File: config.mk
export PLATFORM = sky130hd
export DESIGN_NAME = pt64_datapath
export DESIGN_NICKNAME = d
export VERILOG_FILES = /design/src/rtl/pt64_pkg.sv /design/src/rtl/pt64_mulmod.sv /design/src/rtl/pt64_datapath.sv
export SDC_FILE = /design/constraint.sdc
export NUM_CORES = 2
export LEC_CHECK = 0
export ABC_CLOCK_PERIOD_IN_PS = 17030
export BUFFER_PORTS_ARGS = -buffer_cell sky130_fd_sc_hd__buf_2
export CORE_UTILIZATION = 40
export CTS_BUF_LIST = sky130_fd_sc_hd__clkbuf_4 sky130_fd_sc_hd__clkbuf_8
export DETAILED_ROUTE_END_ITERATION = 8
export PLACE_DENSITY_LB_ADDON = 0.15
export SLEW_MARGIN = 0
export SYNTH_ARGS = -nofsm -noshare
export SYNTH_HDL_FRONTEND = slang
export SYNTH_HIERARCHICAL = 1
export SYNTH_SLANG_ARGS = --single-unit
File: constraint.sdc
create_clock -name i_clk -period 17.03 [get_ports i_clk]
set_clock_uncertainty 0.2 [all_clocks]
set_input_delay 0.8515 -clock i_clk [delete_from_list [all_inputs] [get_ports i_clk]]
set_output_delay 0.8515 -clock i_clk [all_outputs]
set_load 0.03 [all_outputs]
File: src/rtl/pt64_pkg.sv
package pt64_pkg;

    localparam int WIDTH = 64;
    localparam int NUM_BASES = 12;
    localparam int BASE_W = 6;
    localparam int BIDX_W = 4;
    localparam int SHIFT_W = 7;

    // Trial remainder works on one byte of the candidate per step.
    localparam int DIGIT_W = 8;
    localparam int TRIAL_STEPS = WIDTH / DIGIT_W;
    localparam int TCNT_W = $clog2(TRIAL_STEPS + 1);
    // Reciprocal width and width of one partial value (remainder and byte).
    localparam int RECIP_W = 20;
    localparam int RDIG_W = BASE_W + DIGIT_W;

    // Destination of a finished modular product.
    localparam logic [BIDX_W-1:0] PROD_X  = 4'd0;
    localparam logic [BIDX_W-1:0] PROD_B  = 4'd1;
    localparam logic [BIDX_W-1:0] PROD_XK = 4'd2;

    // Small primes used for trial division and as bases.
    function automatic logic [BASE_W-1:0] small_prime(input logic [BIDX_W-1:0] idx);
        logic [BASE_W-1:0] p;
        case (idx)
            4'd0:    p = 6'd2;
            4'd1:    p = 6'd3;
            4'd2:    p = 6'd5;
            4'd3:    p = 6'd7;
            4'd4:    p = 6'd11;
            4'd5:    p = 6'd13;
            4'd6:    p = 6'd17;
            4'd7:    p = 6'd19;
            4'd8:    p = 6'd23;
            4'd9:    p = 6'd29;
            4'd10:   p = 6'd31;
            4'd11:   p = 6'd37;
            default: p = 6'd2;
        endcase
        return p;
    endfunction

    // Rounded-up reciprocals 2^20 / p of the small primes. They give the exact
    // quotient of any partial value below 2^14 after a shift by 20.
    function automatic logic [RECIP_W-1:0] small_recip(input logic [BIDX_W-1:0] idx);
        logic [RECIP_W-1:0] m;
        case (idx)
            4'd0:    m = 20'd524288;
            4'd1:    m = 20'd349526;
            4'd2:    m = 20'd209716;
            4'd3:    m = 20'd149797;
            4'd4:    m = 20'd95326;
            4'd5:    m = 20'd80660;
            4'd6:    m = 20'd61681;
            4'd7:    m = 20'd55189;
            4'd8:    m = 20'd45591;
            4'd9:    m = 20'd36158;
            4'd10:   m = 20'd33826;
            4'd11:   m = 20'd28340;
            default: m = 20'd524288;
        endcase
        return m;
    endfunction

    // Datapath operations requested by the controller.
    typedef enum logic [3:0] {
        OP_NONE   = 4'd0,
        OP_LOAD   = 4'd1,
        OP_TRIAL  = 4'd2,
        OP_SPLIT  = 4'd3,
        OP_BASE   = 4'd4,
        OP_MUL_AB = 4'd5,
        OP_MUL_BB = 4'd6,
        OP_MUL_XX = 4'd7,
        OP_SHIFTE = 4'd8,
        OP_SQINIT = 4'd9
    } t_op;

    typedef struct packed {
        t_op               op;
        logic [BIDX_W-1:0] idx;
    } t_cmd;

    typedef struct packed {
        logic lt2;
        logic eq_small;
        logic div_small;
        logic trial_done;
        logic split_done;
        logic mul_done;
        logic e_zero;
        logic e_lsb;
        logic x_one;
        logic x_m1;
        logic sq_left;
    } t_status;

endpackage

File: src/rtl/pt64_mulmod.sv
// Shift-and-add modular multiplier: one bit of the multiplier a cycle.
module pt64_mulmod (
    input  logic                       i_clk,
    input  logic                       i_rst_n,
    input  logic                       i_start,
    input  logic [pt64_pkg::WIDTH-1:0] i_x,
    input  logic [pt64_pkg::WIDTH-1:0] i_y,
    input  logic [pt64_pkg::WIDTH-1:0] i_m,
    output logic                       o_done,
    output logic [pt64_pkg::WIDTH-1:0] o_prod
);
    localparam int W = pt64_pkg::WIDTH;

    logic         r_busy;
    logic [W-1:0] r_x, r_y, r_acc, n_acc, n_x;
    logic [W:0]   sum_a, sum_x;

    // Modular additions of the accumulator and doubling of the multiplicand.
    always_comb begin
        sum_a = {1'b0, r_acc} + {1'b0, r_x};
        n_acc = (sum_a >= {1'b0, i_m}) ? W'(sum_a - {1'b0, i_m}) : sum_a[W-1:0];
        if (!r_y[0]) n_acc = r_acc;
        sum_x = {r_x, 1'b0};
        n_x   = (sum_x >= {1'b0, i_m}) ? W'(sum_x - {1'b0, i_m}) : sum_x[W-1:0];
    end

    always_ff @(posedge i_clk) begin
        if (!i_rst_n) begin
            r_busy <= 1'b0;
        end else if (i_start) begin
            r_busy <= 1'b1;
        end else if (r_busy && r_y == '0) begin
            r_busy <= 1'b0;
        end
    end

    always_ff @(posedge i_clk) begin
        if (i_start) begin
            r_x   <= i_x;
            r_y   <= i_y;
            r_acc <= '0;
        end else if (r_busy && r_y != '0) begin
            r_x   <= n_x;
            r_y   <= r_y >> 1;
            r_acc <= n_acc;
        end
    end

    assign o_done = r_busy && (r_y == '0) && !i_start;
    assign o_prod = r_acc;
endmodule

File: src/rtl/pt64_datapath.sv
// Registers of one test: modulus, exponent, base power, result and counters.
module pt64_datapath (
    input  logic                       i_clk,
    input  logic                       i_rst_n,
    input  logic [pt64_pkg::WIDTH-1:0] i_candidate,
    input  pt64_pkg::t_cmd             i_cmd,
    output pt64_pkg::t_status          o_status
);
    localparam int W  = pt64_pkg::WIDTH;
    localparam int PW = pt64_pkg::RDIG_W + pt64_pkg::RECIP_W;

    logic [W-1:0] r_n, r_d, r_e, r_b, r_x;
    logic [pt64_pkg::SHIFT_W-1:0] r_s, r_k;
    logic [W-1:0] r_rem;
    logic [pt64_pkg::TCNT_W-1:0] r_tcnt;
    logic         r_trial_busy;
    logic         trial_end;
    logic [pt64_pkg::BASE_W-1:0]  r_p;
    logic [pt64_pkg::RECIP_W-1:0] r_m;
    logic [pt64_pkg::RDIG_W-1:0]  rem_v, rem_q, rem_qp;
    logic [PW-1:0]                rem_prod;
    logic [pt64_pkg::BASE_W-1:0]  rem_next;
    logic [pt64_pkg::BASE_W-1:0]  r_r;

    logic         mul_start;
    logic [W-1:0] mul_x, mul_y, prod;
    logic         mul_done;

    assign trial_end = r_tcnt == pt64_pkg::TCNT_W'(pt64_pkg::TRIAL_STEPS);

    // Trial remainder, one byte of the candidate a cycle from the top. The
    // quotient of each partial value comes from a multiply by the reciprocal.
    always_comb begin
        rem_v    = {r_r, r_rem[W-1 -: pt64_pkg::DIGIT_W]};
        rem_prod = PW'(rem_v) * PW'(r_m);
        rem_q    = rem_prod[PW-1 -: pt64_pkg::RDIG_W];
        rem_qp   = rem_q * pt64_pkg::RDIG_W'(r_p);
        rem_next = pt64_pkg::BASE_W'(rem_v - rem_qp);
    end

    // Multiplier operand selection.
    always_comb begin
        mul_start = 1'b0;
        mul_x     = r_x;
        mul_y     = r_x;
        case (i_cmd.op)
            pt64_pkg::OP_MUL_AB: begin mul_start = 1'b1; mul_x = r_x; mul_y = r_b; end
            pt64_pkg::OP_MUL_BB: begin mul_start = 1'b1; mul_x = r_b; mul_y = r_b; end
            pt64_pkg::OP_MUL_XX: begin mul_start = 1'b1; end
            default: ;
        endcase
    end

    pt64_mulmod u_mul (
        .i_clk   (i_clk),
        .i_rst_n (i_rst_n),
        .i_start (mul_start),
        .i_x     (mul_x),
        .i_y     (mul_y),
        .i_m     (r_n),
        .o_done  (mul_done),
        .o_prod  (prod)
    );

    always_ff @(posedge i_clk) begin
        if (!i_rst_n) begin
            r_trial_busy <= 1'b0;
        end else if (i_cmd.op == pt64_pkg::OP_TRIAL) begin
            r_trial_busy <= 1'b1;
        end else if (r_trial_busy && trial_end) begin
            r_trial_busy <= 1'b0;
        end
    end

    // Datapath register updates per command, plus trial steps, split shifts and products.
    always_ff @(posedge i_clk) begin
        case (i_cmd.op)
            pt64_pkg::OP_LOAD: r_n <= i_candidate;
            pt64_pkg::OP_TRIAL: begin
                r_p    <= pt64_pkg::small_prime(i_cmd.idx);
                r_m    <= pt64_pkg::small_recip(i_cmd.idx);
                r_rem  <= r_n;
                r_r    <= '0;
                r_tcnt <= '0;
            end
            pt64_pkg::OP_SPLIT: begin
                r_d <= r_n - W'(1);
                r_s <= '0;
            end
            pt64_pkg::OP_BASE: begin
                r_b <= W'(pt64_pkg::small_prime(i_cmd.idx));
                r_e <= r_d;
                r_x <= W'(1);
            end
            pt64_pkg::OP_SHIFTE: r_e <= r_e >> 1;
            pt64_pkg::OP_SQINIT: r_k <= pt64_pkg::SHIFT_W'(1);
            default: ;
        endcase
        if (r_trial_busy && !trial_end) begin
            r_r    <= rem_next;
            r_rem  <= r_rem << pt64_pkg::DIGIT_W;
            r_tcnt <= r_tcnt + 1'b1;
        end
        if (i_cmd.op == pt64_pkg::OP_NONE && r_d[0] == 1'b0 && r_d != '0) begin
            r_d <= r_d >> 1;
            r_s <= r_s + 1'b1;
        end
        if (mul_done) begin
            case (i_cmd.idx)
                pt64_pkg::PROD_X: r_x <= prod;
                pt64_pkg::PROD_B: r_b <= prod;
                default: begin r_x <= prod; r_k <= r_k + 1'b1; end
            endcase
        end
    end

    always_comb begin
        o_status.lt2        = r_n < W'(2);
        o_status.eq_small   = r_n == W'(r_p);
        o_status.div_small  = r_r == '0;
        o_status.trial_done = r_trial_busy && trial_end;
        o_status.split_done = r_d[0];
        o_status.mul_done   = mul_done;
        o_status.e_zero     = r_e == '0;
        o_status.e_lsb      = r_e[0];
        o_status.x_one      = r_x == W'(1);
        o_status.x_m1       = r_x == r_n - W'(1);
        o_status.sq_left    = r_k < r_s;
    end
endmodule

==> flow_summary.ini <==
[logic_synthesis]
synth_top_area_cell = edfxtp_1
synth_nets = 5874
synth-warning-count = 6
synth_top_area_frac = 0.2548
avgSynthCellArea_um2 = 9.235
synthFlopType = edfxtp_1
ys_ff_latch = 627
synth_edf_count = 417
ys_async_sr_fraction = 0
netlist_area_mm2 = 0.04915
synthCells = 5322
synth.area.top_cells = edfxtp_1 (25%), dfxtp_1 (8.6%), fa_1 (7.9%), mux2_2 (7.5%), ha_1 (7.2%)
yosysUniqueCellTypes = 101
seq_area_frac_synth = 0.3403

[routing]
viasPerCell = 5.628
drc = 0
first_iter_violations = 3704
num_vias = 39765
wirelength_mm = 164.2
routedWlPerCell_um = 23.24
dr.pass1.iters = 6
drtAntennaViolNets = 0

[worst_setup_path]
r2r-start = r_rem[60]
ff2ff_setup_slack_ps = 5890
cp.buffers_inverters = 8
critPathLaunch = r_rem[60]
crit_slowest_cell = a211oi_1
max_stage_delay_ps = 860
cp-end-kind = flip-flop
required_ps = 17410
worstPathArrival_ps = 11520
cp_max_fo = 21
path_class = flip-flop to flip-flop
reg2regPathDepth = 35
startpoint_type = flip-flop
worstReg2RegEnd = r_r[5]
path_common_cell = fa_1
critical_path.top_delay_family = adder cells

[layout]
fin_cells = 7065
finalNetCount = 5887
fillers = 11944
drive_gt1_frac = 0.1295
final_area_mm2 = 0.05404
syn_to_final_growth_pct = 9.964

[clocking]
h-tree-depth = 3
cts_tree = yes
numCtsBuffers = 112
clock_sinks = 627
clkTransAtPathRegs_ps = 60
cts_buffer_depth = 3
post_cts_buffers = 0
clock_latency_ps = 890
cts_root_buf = clkbuf_8

[place]
place_area_mm2 = 0.05082
gp_routability_congestion = 0.9370
io_buffers = 84
numPlacedInstances = 6781
place_hpwl_mm = 126.7

[timing]
fmax_ghz = 0.08978
rsz0062_at_grt = no
whs_ps = 255.6
slew_violations = 0
worstMarginPinSlew_ps = 1124
fin_crit_ps = 11140
slew_headroom = 0.2439
setup_viol = 0
period_share = 0.6540
finalSetupTns_ps = 0
hold_violations = 0

[hold_path]
min_to = r_rem[7]
hold_path.class = flip-flop to flip-flop
min_from = r_rem[7]
whs_path_depth = 2

[floorplan]
die_w_um = 352.5
initial_core_util = 0.4033
io_pins = 85
core_mm2 = 0.1219
num_rows = 128
die_h_um = 352.5
dieArea_mm2 = 0.1243

[global_route]
grt_pass1_vias = 38919
grt_max_degree = 97
antenna_found_initial = 2
grt_pass1_wl_mm = 245.9
grt_use_total = 0.2598
grt-ovfl-total = 0

[status]
status = completed

[job]
drv_cap = 0
[flip-flops by register name (all words and copies together), names as in the netlist, 4 cells and up]
register      cells
r_k               7
r_d              64
r_x              64
r_n              64
r_m              19
r_p               6
u_mul/r_y        64
r_tcnt            4
r_rem            64
r_s               7
r_e              64
u_mul/o_prod     64
r_b              64
r_r               6
u_mul/r_x        64
[worst reg2reg max path: cells and delay by family (launching register included)]
family / cells / cell delay (ps)
AND/OR/NAND/NOR: 4 / 590
XOR/XNOR: 5 / 1570
buffers and inverters: 8 / 390
AO/OA/AOI/OAI: 6 / 1830
adder cells (fa/ha/maj): 12 / 5460
flip-flops: 1 / 830
[cell type report]
type	count	area, µm²	share of cell area
multi-input cells	4011	29880	0.5529
flip-flops and latches	627	16730	0.3095
repair buffers	180	1316	0.02436
diodes	5	12.51	0.0002315
clock inverters	56	584.3	0.01081
inverters	403	1514	0.02801
well taps	1625	2033	0.03762
clock buffers	158	1974	0.03653
[cells in the mapped netlist (27+ instances only)]
cell type,instances
o21ai_0,384
mux2i_1,53
xor2_1,140
fa_1,195
clkbuf_1,242
nand4_1,88
dfxtp_1,210
a21oi_1,297
nor2_1,216
a211oi_1,53
o21bai_1,38
nor4_1,105
nor2b_1,27
o21a_1,37
a21o_1,106
xnor2_1,200
edfxtp_1,417
nor3_1,65
nand2_1,757
ha_1,283
and3_1,38
mux2_2,326
nand2b_1,28
and2_1,173
inv_1,400
nand3_1,106
[through the flow]
| step | setup slack [ps] | utilization |
|---|---|---|
| 2_1_floorplan | 6895 | - |
| 3_3_place_gp | 5937 | 0.4170 |
| 3_5_place_dp | 5842 | 0.4170 |
| 4_1_cts | 5828 | 0.4433 |
| 5_1_grt | 5093 | 0.4434 |
| 6_report | 5892 | 0.4434 |
[placed cells by master (no fill, tap or decap), drive strengths merged, types with 54 or more instances in the layout]
cell	Yosys	routed
buf	36	115
dlygate4sd3	0	65
a211oi	54	54
fa	195	195
nor2	216	216
nand4	89	89
nand2	757	757
clkbuf	245	158
xor2	141	141
and2	173	173
ha	283	283
nor3	68	68
nand3	106	106
o21ai	394	394
a21oi	300	300
edfxtp	417	417
mux2	326	326
dfxtp	210	210
inv	402	407
a21o	107	107
xnor2	201	201
nor4	109	109
[kinds of logic after synthesis]
| family | synth area share |
|---|---|
| simple gates | 0.1647 |
| xor+xnor | 0.06451 |
| mux | 0.08549 |
| fa+ha+maj | 0.1515 |
| buf+inv | 0.05364 |
| flops | 0.3403 |
| compound gates | 0.1398 |
[per-layer routing]
layer  routed length, µm  global-route usage
met1               75740              0.3692
met2               72820              0.4028
met3                9607             0.03281
met4                6043             0.09591
met5                   0                   0
[how the worst max path moves through the flow]
stage                         to  slack (ps)  cells after the start
after global routing      r_r[5]        5090                     35
after detailed placement  r_r[5]        5840                     35
after CTS                 r_r[5]        5830                     35
after global placement    r_r[5]        5940                     35
final                     r_r[5]        5890                     35
after floorplan           r_r[5]        6890                     35
[repair_timing]
action                                 in CTS  in global routing
endpoints found under the hold margin      66                  0
gates resized for setup                     0                  0
hold buffers                               65                  0
Power is left out: the tool's default activity adds up to more than one toggle a clock period on the data nets, which glitch-free logic cannot reach.
