==> src/rtl/pt64_pkg.sv <==
package pt64_pkg;

    localparam int WIDTH = 64;
    localparam int NUM_BASES = 12;
    localparam int BASE_W = 6;
    localparam int BIDX_W = 4;
    localparam int SHIFT_W = 7;

    // Trial remainder works on one byte of the candidate per step.
    localparam int DIGIT_W = 8;
    localparam int TRIAL_STEPS = WIDTH / DIGIT_W;
    localparam int TCNT_W = $clog2(TRIAL_STEPS + 1);
    // Reciprocal width and width of one partial value (remainder and byte).
    localparam int RECIP_W = 20;
    localparam int RDIG_W = BASE_W + DIGIT_W;

    // Destination of a finished modular product.
    localparam logic [BIDX_W-1:0] PROD_X  = 4'd0;
    localparam logic [BIDX_W-1:0] PROD_B  = 4'd1;
    localparam logic [BIDX_W-1:0] PROD_XK = 4'd2;

    // Small primes used for trial division and as bases.
    function automatic logic [BASE_W-1:0] small_prime(input logic [BIDX_W-1:0] idx);
        logic [BASE_W-1:0] p;
        case (idx)
            4'd0:    p = 6'd2;
            4'd1:    p = 6'd3;
            4'd2:    p = 6'd5;
            4'd3:    p = 6'd7;
            4'd4:    p = 6'd11;
            4'd5:    p = 6'd13;
            4'd6:    p = 6'd17;
            4'd7:    p = 6'd19;
            4'd8:    p = 6'd23;
            4'd9:    p = 6'd29;
            4'd10:   p = 6'd31;
            4'd11:   p = 6'd37;
            default: p = 6'd2;
        endcase
        return p;
    endfunction

    // Rounded-up reciprocals 2^20 / p of the small primes. They give the exact
    // quotient of any partial value below 2^14 after a shift by 20.
    function automatic logic [RECIP_W-1:0] small_recip(input logic [BIDX_W-1:0] idx);
        logic [RECIP_W-1:0] m;
        case (idx)
            4'd0:    m = 20'd524288;
            4'd1:    m = 20'd349526;
            4'd2:    m = 20'd209716;
            4'd3:    m = 20'd149797;
            4'd4:    m = 20'd95326;
            4'd5:    m = 20'd80660;
            4'd6:    m = 20'd61681;
            4'd7:    m = 20'd55189;
            4'd8:    m = 20'd45591;
            4'd9:    m = 20'd36158;
            4'd10:   m = 20'd33826;
            4'd11:   m = 20'd28340;
            default: m = 20'd524288;
        endcase
        return m;
    endfunction

    // Datapath operations requested by the controller.
    typedef enum logic [3:0] {
        OP_NONE   = 4'd0,
        OP_LOAD   = 4'd1,
        OP_TRIAL  = 4'd2,
        OP_SPLIT  = 4'd3,
        OP_BASE   = 4'd4,
        OP_MUL_AB = 4'd5,
        OP_MUL_BB = 4'd6,
        OP_MUL_XX = 4'd7,
        OP_SHIFTE = 4'd8,
        OP_SQINIT = 4'd9
    } t_op;

    typedef struct packed {
        t_op               op;
        logic [BIDX_W-1:0] idx;
    } t_cmd;

    typedef struct packed {
        logic lt2;
        logic eq_small;
        logic div_small;
        logic trial_done;
        logic split_done;
        logic mul_done;
        logic e_zero;
        logic e_lsb;
        logic x_one;
        logic x_m1;
        logic sq_left;
    } t_status;

endpackage

==> src/rtl/pt64_ctrl.sv <==
// Sequencer: trial division, split of n-1, then one strong test per base.
module pt64_ctrl (
    input  logic                 i_clk,
    input  logic                 i_rst_n,
    input  logic                 i_in_valid,
    output logic                 o_in_stall,
    output logic                 o_out_valid,
    input  logic                 i_out_stall,
    output logic                 o_is_prime,
    output pt64_pkg::t_cmd       o_cmd,
    input  pt64_pkg::t_status    i_status
);
    typedef enum logic [10:0] {
        S_IDLE   = 11'b00000000001,
        S_CHECK  = 11'b00000000010,
        S_TRIAL  = 11'b00000000100,
        S_TWAIT  = 11'b00000001000,
        S_SPLIT  = 11'b00000010000,
        S_BASE   = 11'b00000100000,
        S_POWA   = 11'b00001000000,
        S_POWB   = 11'b00010000000,
        S_SQ     = 11'b00100000000,
        S_DONE   = 11'b01000000000,
        S_WAIT   = 11'b10000000000
    } t_state;

    t_state r_state, n_state;
    logic [pt64_pkg::BIDX_W-1:0] r_idx, n_idx;
    logic r_res, n_res, r_ov, n_ov, r_go, n_go;

    // Next-state logic. r_go marks that a multiply has been launched.
    always_comb begin
        n_state = r_state;
        n_idx   = r_idx;
        n_res   = r_res;
        n_ov    = r_ov;
        n_go    = r_go;
        o_cmd.op  = pt64_pkg::OP_NONE;
        o_cmd.idx = '0;
        if (r_ov && !i_out_stall) n_ov = 1'b0;
        unique case (r_state)
            S_IDLE: if (i_in_valid && !r_ov) begin
                o_cmd.op = pt64_pkg::OP_LOAD;
                n_state  = S_CHECK;
            end
            S_CHECK: if (i_status.lt2) begin
                n_res = 1'b0; n_state = S_DONE;
            end else begin
                n_idx = '0; n_state = S_TRIAL;
            end
            S_TRIAL: begin
                o_cmd.op = pt64_pkg::OP_TRIAL; o_cmd.idx = r_idx; n_state = S_TWAIT;
            end
            S_TWAIT: if (i_status.trial_done) begin
                if (i_status.eq_small) begin
                    n_res = 1'b1; n_state = S_DONE;
                end else if (i_status.div_small) begin
                    n_res = 1'b0; n_state = S_DONE;
                end else if (r_idx == pt64_pkg::BIDX_W'(pt64_pkg::NUM_BASES-1)) begin
                    o_cmd.op = pt64_pkg::OP_SPLIT; n_state = S_SPLIT;
                end else begin
                    n_idx = r_idx + 1'b1; n_state = S_TRIAL;
                end
            end
            S_SPLIT: if (i_status.split_done) begin
                n_idx = '0; n_state = S_BASE;
            end
            S_BASE: begin
                o_cmd.op = pt64_pkg::OP_BASE; o_cmd.idx = r_idx;
                n_go = 1'b0; n_state = S_POWA;
            end
            S_POWA: if (!r_go) begin
                if (i_status.e_zero) begin
                    if (i_status.x_one || i_status.x_m1) begin
                        n_state = S_WAIT;
                    end else begin
                        o_cmd.op = pt64_pkg::OP_SQINIT; n_state = S_SQ;
                    end
                end else if (i_status.e_lsb) begin
                    o_cmd.op = pt64_pkg::OP_MUL_AB; o_cmd.idx = pt64_pkg::PROD_X;
                    n_go = 1'b1;
                end else begin
                    n_state = S_POWB;
                end
            end else if (i_status.mul_done) begin
                o_cmd.idx = pt64_pkg::PROD_X; n_go = 1'b0; n_state = S_POWB;
            end
            S_POWB: if (!r_go) begin
                o_cmd.op = pt64_pkg::OP_MUL_BB; o_cmd.idx = pt64_pkg::PROD_B; n_go = 1'b1;
            end else if (i_status.mul_done) begin
                o_cmd.op = pt64_pkg::OP_SHIFTE; o_cmd.idx = pt64_pkg::PROD_B;
                n_go = 1'b0; n_state = S_POWA;
            end
            // After a squaring step settles, check for n-1 before squaring again.
            S_SQ: if (!r_go) begin
                if (i_status.x_m1) begin
                    n_state = S_WAIT;
                end else if (!i_status.sq_left) begin
                    n_res = 1'b0; n_state = S_DONE;
                end else begin
                    o_cmd.op = pt64_pkg::OP_MUL_XX; o_cmd.idx = pt64_pkg::PROD_XK;
                    n_go = 1'b1;
                end
            end else if (i_status.mul_done) begin
                o_cmd.idx = pt64_pkg::PROD_XK; n_go = 1'b0;
            end
            S_WAIT: if (r_idx == pt64_pkg::BIDX_W'(pt64_pkg::NUM_BASES-1)) begin
                n_res = 1'b1; n_state = S_DONE;
            end else begin
                n_idx = r_idx + 1'b1; n_state = S_BASE;
            end
            S_DONE: if (!r_ov || !i_out_stall) begin
                n_ov = 1'b1; n_state = S_IDLE;
            end
            default: n_state = S_IDLE;
        endcase
    end

    always_ff @(posedge i_clk) begin
        if (!i_rst_n) begin
            r_state <= S_IDLE;
            r_ov    <= 1'b0;
            r_go    <= 1'b0;
        end else begin
            r_state <= n_state;
            r_ov    <= n_ov;
            r_go    <= n_go;
        end
    end

    always_ff @(posedge i_clk) begin
        r_idx <= n_idx;
        if (r_state == S_DONE && (!r_ov || !i_out_stall)) o_is_prime <= r_res;
        r_res <= n_res;
    end

    assign o_in_stall  = (r_state != S_IDLE) || r_ov;
    assign o_out_valid = r_ov;
endmodule

==> config.mk <==
export PLATFORM = sky130hd
export DESIGN_NAME = pt64_ctrl
export DESIGN_NICKNAME = d
export VERILOG_FILES = /design/src/rtl/pt64_pkg.sv /design/src/rtl/pt64_ctrl.sv
export SDC_FILE = /design/constraint.sdc
export NUM_CORES = 1
export LEC_CHECK = 0
export BUFFER_PORTS_ARGS = -buffer_cell sky130_fd_sc_hd__buf_2
export CAP_MARGIN = 10
export CORE_UTILIZATION = 60
export CTS_CLUSTER_SIZE = 16
export DETAILED_ROUTE_END_ITERATION = 7
export PLACE_DENSITY_LB_ADDON = 0.08
export SYNTH_ARGS = -nofsm -noshare
export SYNTH_HDL_FRONTEND = slang
export SYNTH_SLANG_ARGS = --single-unit
==> constraint.sdc <==
create_clock -name i_clk -period 3 [get_ports i_clk]
set_input_delay 0.6 -clock i_clk [delete_from_list [all_inputs] [get_ports i_clk]]
set_output_delay 0.6 -clock i_clk [all_outputs]
set_load 0.005 [all_outputs]
==> impl_metrics.toml, run 1 <==
[timing]
min_period_ns = 2.85
holdWs_ns = 0.447
max_clock_freq_mhz = 351
worst_slack_ns = 0.154
worst_pin_slew_ns = 0.622
skew_ns = 0.0100
hold_violations = 0
slew_viol_final = 0
slew_headroom_pct = 57.9
rsz0062_at_grt = "false"
finalCritPeriodShare_pct = 94.9
setup_viol = 0
setup_tns_ns = 0

[finish]
antenna_cells = 0
drive_gt1_share_pct = 21.4
layout_common_cells = "buf_2 (25), nor2_1 (21), a21oi_1 (17)"
fillCellCount = 174
syn_to_final_growth_pct = 11.5
final_nets = 227
layout_commonest_cell = "buf_2"

[floorplanning]
die_x_um = 51.7
rows = 17
io_pins = 26
core_area_um2 = 2280
die_y_um = 51.7
initial_core_util_pct = 65.1
die_area_um2 = 2670

[synthesis]
ys.flop_type = "dfxtp_1"
yosysUniqueCellTypes = 51
syn_area_um2 = 1480
yosysTopAreaCellShare_pct = 17.6
yosysTopAreaCell = "dfxtp_1"
async_flop_share_pct = 0
netlist_top_cells_area = "dfxtp_1 (18%), edfxtp_1 (12%), a21oi_1 (5.7%), nor2_1 (5.6%), o21ai_0 (4.1%)"
synth_nets = 202
synth_edf_count = 6
avgSynthCellArea_um2 = 7.97
ys_warn_count = 0
ys_seq_area_share_pct = 29.7
synth_cells = 186
synth_seq_cells = 19

[clock_tree]
cts_max_level = 1
post_cts_buffers = 0
cts_sinks = 19
cts-root-buf = "clkbuf_4"
ctsHoldBuffers = 0
cts_tree = "done"
clock_path_buffers = 2
clk_latency_ns = 0.30
cts.clk_slew.worst_paths_ns = 0.10
cts_inserted_buffers = 3
cts_resized = 0

[hold_path]
worstHoldPathCells = 0
hold_path_class = "reg2reg"

[detailed_routing]
wl_um = 3970
dr.pass1.iters = 5
drt_iter0_markers = 115
avgRoutedWirePerCell_um = 16.7
ant_nets = 0
drc = 0
viasPerCell = 6.74
dr_total_vias = 1605

[setup_path]
cp_cell_sequence = "or4_4, nor2_2, nand2_1, o31ai_1, and2_1, buf_2"
rr_worst_depth = 5
crit_path_top_delay_cell = "or4_4"
start_kind = "flop"
crit_arrival_ns = 2.25
worstSetupEndpointType = "primary output"
critPathRequiredTime_ns = 2.40
path_max_fanout = 9
slowest_delay_ns = 0.57
crit_type = "reg2out"

[pwr]
p_sw_uw = 212
p_per_area_nw_per_um2 = 379
p_seq_share_pct = 48.9
p_int_uw = 415
p_sw_share_pct = 33.8
power_uw = 627
pwr-share-clk_pct = 20.8
leakagePower_nw = 0.691
vdd_drop_max_v = 0.000324
p_comb_share_pct = 30.3

[grt]
grt_pass1_wl_um = 6670
antenna_found_initial = 0
grt_pass1_vias = 1446
grtUsageTotal_pct = 34.0
grt_max_degree = 13
globalRouteOverflowTotal = 0

[place]
gp_congestion = 0.969
hpwl_um = 3140
dp_slack_ns = 0.394
port_buffers = 25

[job]
drv_cap = 0

[status]
outcome = "completed"
cell type report:
cell class | instances | area [um2] | share of cell area (%)
Multi-Input combinational cell | 150 | 966 | 58.4
Sequential cell | 19 | 440 | 26.6
Clock buffer | 4 | 26.3 | 1.59
Inverter | 8 | 30.0 | 1.82
Tap cell | 28 | 35.0 | 2.12
Timing Repair Buffer | 29 | 155 | 9.39
stage by stage:
stage          util (%)  cell area (um2)  std cells
2_1_floorplan         -             1480        186
3_3_place_gp       71.1             1620        234
3_5_place_dp       71.1             1620        234
4_1_cts            72.3             1650        238
5_1_grt            72.6             1650        238
6_report           72.6             1650        238
synth_stat cells, types with 3 or more instances:
master / n
a21oi_1: 17
a31oi_1: 3
and2_1: 3
buf_2: 4
clkbuf_1: 3
dfxtp_1: 13
edfxtp_1: 6
inv_1: 7
nand2_1: 13
nand3_1: 8
nand4_1: 9
nor2_1: 22
nor2b_1: 6
nor3_1: 3
nor3b_1: 3
nor4_1: 4
nor4b_1: 4
o21ai_0: 12
xnor2_1: 3
path summary, 6_finish.rpt:
kind / start / to / slack, ns
max reg2reg: r_state[0]$_SDFFE_PN1P_ / r_state[0]$_SDFFE_PN1P_ / 0.84
max: r_state[5]$_SDFFE_PN0P_ / o_cmd[2] / 0.15
min reg2reg: r_res$_DFFE_PP_ / o_is_prime$_DFFE_PP_ / 0.45
min: r_res$_DFFE_PP_ / o_is_prime$_DFFE_PP_ / 0.45
cells by family after synthesis:
family / synth area share [%]
XOR/XNOR: 2.95
flip-flops: 29.7
adder cells (fa/ha/maj): 0.844
AND/OR/NAND/NOR: 38.1
buffers and inverters: 5.65
AO/OA/AOI/OAI: 21.4
multiplexers: 1.35
power by group through the flow:
| stage | combinational [mW] | sequential [mW] | clock [mW] |
|---|---|---|---|
| final | 0.190 | 0.306 | 0.130 |
| after global routing | 0.206 | 0.310 | 0.141 |
| after CTS | 0.185 | 0.306 | 0.132 |
| after detailed placement | 0.185 | 0.312 | 0 |
| after global placement | 0.184 | 0.309 | 0 |
| after floorplan | 0.152 | 0.291 | 0 |
registers in the layout, summed over array words and instances (netlist names):
signal	cells
o_is_prime	1
o_out_valid	1
r_go	1
r_idx	4
r_res	1
r_state	11
routing by layer:
layer  GRT usage [%]  part of all wire (%)
met1            45.5                    41
met2            53.7                    48
met3            5.85                   8.5
met4            14.0                   2.3
met5               0                     0
critical path: cells and delay by family, from the launching register on:
family | cells | cell delay [ns]
AO/OA/AOI/OAI | 1 | 0.20
buffers and inverters | 1 | 0.10
flip-flops | 1 | 0.41
AND/OR/NAND/NOR | 4 | 1.23
(Power assumes the default switching activity.)
==> run 2, diff against run 1 <==
- CELL_PAD_IN_SITES_DETAIL_PLACEMENT: default -> 2
- CELL_PAD_IN_SITES_GLOBAL_PLACEMENT: default -> 2
- CORE_UTILIZATION: 60 -> 35
==> run 2 against run 1 <==
Maximum frequency down 2.4%. Utilization shrank 30 points. Clock power grew 50%. Power is 13% higher. Sequential power barely moved. Die area increased by 68%. Cell area up 3.0%. Via count down 0.50%. First-iteration DRC count decreased by 65%. Sequential cell count unchanged. Global-route usage fell by 6.4 points. Routed wire length rose by 43%. Critical endpoint is now o_cmd[5]. Largest cell class unchanged.
==> impl_metrics.toml, run 2 (synthesized netlist as in run 1, its figures left out) <==
[timing]
setup_viol = 0
worst_slack_ns = 0.0846
holdWs_ns = 0.431
max_clock_freq_mhz = 343
finalCritPeriodShare_pct = 97.2
skew_ns = 0.00375
worst_pin_slew_ns = 0.697
hold_violations = 0
slew_headroom_pct = 53.0
slew_viol_final = 0
setup_tns_ns = 0
min_period_ns = 2.92

[finish]
syn_to_final_growth_pct = 14.9
fin_area_um2 = 1700
fillCellCount = 498
seqCellArea_um2 = 440
multi_input_comb_area_um2 = 961
layout_commonest_cell = "buf_2"
drive_gt1_share_pct = 21.8
fin_util_pct = 42.3
layout_common_cells = "buf_2 (25), nor2_1 (21), a21oi_1 (17)"
antenna_cells = 0
instances_no_fill = 261
final_nets = 228
largest_reg_flops = 11
regMostFlops = "r_state"
reg_top3 = "r_state (11), r_idx (4)"

[pwr]
p_sw_share_pct = 35.8
power_uw = 711
pwr-share-clk_pct = 27.5
leakagePower_nw = 0.705
vdd_drop_max_v = 0.000146
p_comb_share_pct = 29.1
p_int_uw = 456
p_sw_uw = 255
p_per_area_nw_per_um2 = 418
p_seq_share_pct = 43.4

[clock_tree]
cts.clk_slew.worst_paths_ns = 0.08
cts_sinks = 19
clock_path_buffers = 2
cts_inserted_buffers = 3
cts_max_level = 1
clk_latency_ns = 0.27
cts_tree = "done"
cts-root-buf = "clkbuf_8"

[grt]
globalRouteOverflowTotal = 0
antenna_found_initial = 0
grt_max_degree = 13
grt_pass1_wl_um = 8960
grtUsageTotal_pct = 27.6
grt_pass1_vias = 1652

[status]
outcome = "completed"

[detailed_routing]
viasPerCell = 6.12
ant_nets = 0
dr.pass1.iters = 4
highest_layer = "met4"
wl_um = 5690
wl_met1_um = 2540
drt_iter0_markers = 40
avgRoutedWirePerCell_um = 21.8
dr_total_vias = 1597
drc = 0
met3_length_um = 309
dr_wl_met2_um = 2740

[setup_path]
start_kind = "flop"
crit_arrival_ns = 2.32
worstSetupEndpointType = "primary output"
critPathRequiredTime_ns = 2.40
path_max_fanout = 9
crit_type = "reg2out"

[floorplanning]
io_pins = 26
die_x_um = 67.1
initial_core_util_pct = 36.8
rows = 23
die_y_um = 67.1
core_area_um2 = 4030
die_area_um2 = 4500

[place]
dp_slack_ns = 0.486
hpwl_um = 4380
placed_area_um2 = 1650
port_buffers = 25
placedCellCount = 257
gp_congestion = 0.882

[hold_path]
hold_path_class = "reg2reg"

[job]
drv_cap = 0
==> run 2: power by group through the flow <==
stage / sequential (mW) / combinational [mW] / clock (mW)
finish: 0.308 / 0.207 / 0.195
floorplan: 0.291 / 0.152 / 0
global placement: 0.312 / 0.195 / 0
detailed placement: 0.316 / 0.201 / 0
global route: 0.312 / 0.224 / 0.209
CTS: 0.309 / 0.205 / 0.200
==> run 2: final cells by class <==
type / instances / share of cell area, %
Multi-Input combinational cell: 150 / 56.4
Sequential cell: 19 / 25.9
Timing Repair Buffer: 30 / 9.55
Tap cell: 50 / 3.67
Clock buffer: 3 / 2.42
Inverter: 8 / 1.76
Clock inverter: 1 / 0.294
==> run 2: worst max-delay path, stage by stage (launching register included) <==
cell,delay (ns)
dfxtp_1,0.43
nor4b_1,0.59
nand3_1,0.25
nor4_1,0.22
buf_4,0.17
a21oi_1,0.09
o211ai_1,0.14
buf_2,0.16
==> run 2: path summary, 6_finish.rpt <==
check | from | to | slack, ns | depth (start not counted)
max | r_state[0]$_SDFFE_PN1P_ | o_cmd[5] | 0.08 | 7
min | r_res$_DFFE_PP_ | o_is_prime$_DFFE_PP_ | 0.43 | 0
min reg2reg | r_res$_DFFE_PP_ | o_is_prime$_DFFE_PP_ | 0.43 | 0
max reg2reg | r_state[0]$_SDFFE_PN1P_ | r_state[0]$_SDFFE_PN1P_ | 0.76 | 5
==> run 2: timing repair <==
item	4_1_cts	5_1_grt
endpoints found under the hold margin	0	0
buffers inserted	0	0
hold buffers	0	0
endpoints found under the setup margin	0	4
resized for setup	0	1
==> run 2: metal layers <==
layer / track usage, % / vias up
met2: 44.6 / 57
met4: 8.51 / 0
li1: - / 752
met3: 3.60 / 8
met5: 0 / -
met1: 37.4 / 780
==> run 3, diff against run 2 <==
- CORE_UTILIZATION: 35 -> 36
- CTS_BUF_LIST: default -> sky130_fd_sc_hd__clkbuf_8
- PLACE_DENSITY: default -> 0.95
- PLACE_DENSITY_LB_ADDON: 0.08 -> default
- clock period: 3 -> 3.7 ns (I/O delays scaled with it)
==> run 3 against run 2 <==
Cell area down 1.6%. Worst setup slack improved by 0.27 ns. Clock power down 18%. Power is 19% lower. First-iteration DRC count rose to 2.6 times the previous value. Cell count down 1.9%. Sequential power down 19%. Via count is 0.75% higher.
==> impl_metrics.toml, run 3 (synthesized netlist as in run 1, its figures left out) <==
[setup_path]
critPathRequiredTime_ns = 2.96
crit_arrival_ns = 2.60
start_kind = "flop"
rr_worst_depth = 5
path_max_fanout = 11
crit_type = "reg2out"
worstSetupEndpointType = "primary output"

[pwr]
leakagePower_nw = 0.688
vdd_drop_max_v = 0.000162
p_per_area_nw_per_um2 = 342

[timing]
max_clock_freq_mhz = 299
slew_headroom_pct = 51.3
rsz0062_at_grt = "false"
skew_ns = 0.00144
finalCritPeriodShare_pct = 90.4
setup_tns_ns = 0
worst_pin_slew_ns = 0.724
slew_viol_final = 0
min_period_ns = 3.34
holdWs_ns = 0.434
hold_violations = 0
setup_viol = 0
worst_slack_ns = 0.356

[grt]
globalRouteOverflowTotal = 0
grt_pass1_wl_um = 9200
grt_max_degree = 14
antenna_found_initial = 0
grt_pass1_vias = 1714
grtUsageTotal_pct = 28.9

[finish]
antenna_cells = 0
layout_common_cells = "buf_2 (25), nor2_1 (22), a21oi_1 (17)"
largest_reg_flops = 11
reg_top3 = "r_state (11), r_idx (4)"
syn_to_final_growth_pct = 13.0
fin_area_um2 = 1680
final_nets = 225
layout_commonest_cell = "buf_2"
fin_util_pct = 44.1
drive_gt1_share_pct = 20.2
regMostFlops = "r_state"

[detailed_routing]
wl_um = 5770
avgRoutedWirePerCell_um = 22.5
dr_total_vias = 1609
drc = 0
drt_iter0_markers = 102
ant_nets = 0
dr.pass1.iters = 4
viasPerCell = 6.29

[place]
placed_area_um2 = 1630
port_buffers = 25
gp_congestion = 0.946
hpwl_um = 4360
dp_slack_ns = 0.691

[clock_tree]
clock_path_buffers = 2
ctsHoldBuffers = 0
clk_latency_ns = 0.27
cts_sinks = 19
cts-root-buf = "clkbuf_8"
cts_inserted_buffers = 3
cts.clk_slew.worst_paths_ns = 0.08
cts_resized = 0
cts_tree = "done"
cts_max_level = 1
post_cts_buffers = 0

[status]
outcome = "completed"

[job]
drv_cap = 0

[floorplanning]
die_x_um = 66.2
die_area_um2 = 4380
core_area_um2 = 3800
initial_core_util_pct = 39.0
io_pins = 26
die_y_um = 66.2
rows = 22

[hold_path]
worstHoldPathCells = 0
hold_path_class = "reg2reg"
==> run 3: worst paths after layout <==
kind | start | endpoint | slack (ns)
min | r_res$_DFFE_PP_ | o_is_prime$_DFFE_PP_ | 0.43
max reg2reg | r_state[1]$_SDFFE_PN0P_ | r_state[8]$_SDFFE_PN0P_ | 1.35
min reg2reg | r_res$_DFFE_PP_ | o_is_prime$_DFFE_PP_ | 0.43
max | r_state[1]$_SDFFE_PN0P_ | o_cmd[7] | 0.36
==> run 3: where the power goes <==
| group | leakage [nW] | switching, mW | internal, mW |
|---|---|---|---|
| logic | 0.502 | 0.0979 | 0.0656 |
| registers | 0.161 | 0.0247 | 0.225 |
| clock network | 0.0255 | 0.0836 | 0.0753 |
| total | 0.688 | 0.206 | 0.366 |
==> run 3: area by class of cell <==
type / count / area [um2]
Clock buffer: 3 / 41.3
Clock inverter: 1 / 5.00
Fill cell: 453 / 2120
Inverter: 8 / 30.0
Multi-Input combinational cell: 150 / 958
Sequential cell: 19 / 440
Tap cell: 48 / 60.1
Timing Repair Buffer: 27 / 140
==> run 3: layer usage <==
layer	GRT usage, %	wire length [um]
met1	37.8	2500
met2	48.9	2880
met3	4.31	272
met4	8.24	115
met5	0	0
==> run 3: through the flow <==
stage / instances / total power [mW]
finish: 256 / 0.573
CTS: 256 / 0.574
detailed placement: 252 / 0.415
floorplan: 186 / 0.359
global placement: 252 / 0.404
global route: 256 / 0.598
==> run 3: critical path: stages (launching register included) <==
cell     delay (ns)
dfxtp_1        0.45
nor4_4         0.71
nand4_1        0.36
nor3b_1        0.42
nand2_1        0.15
o21ai_0        0.10
buf_2          0.14
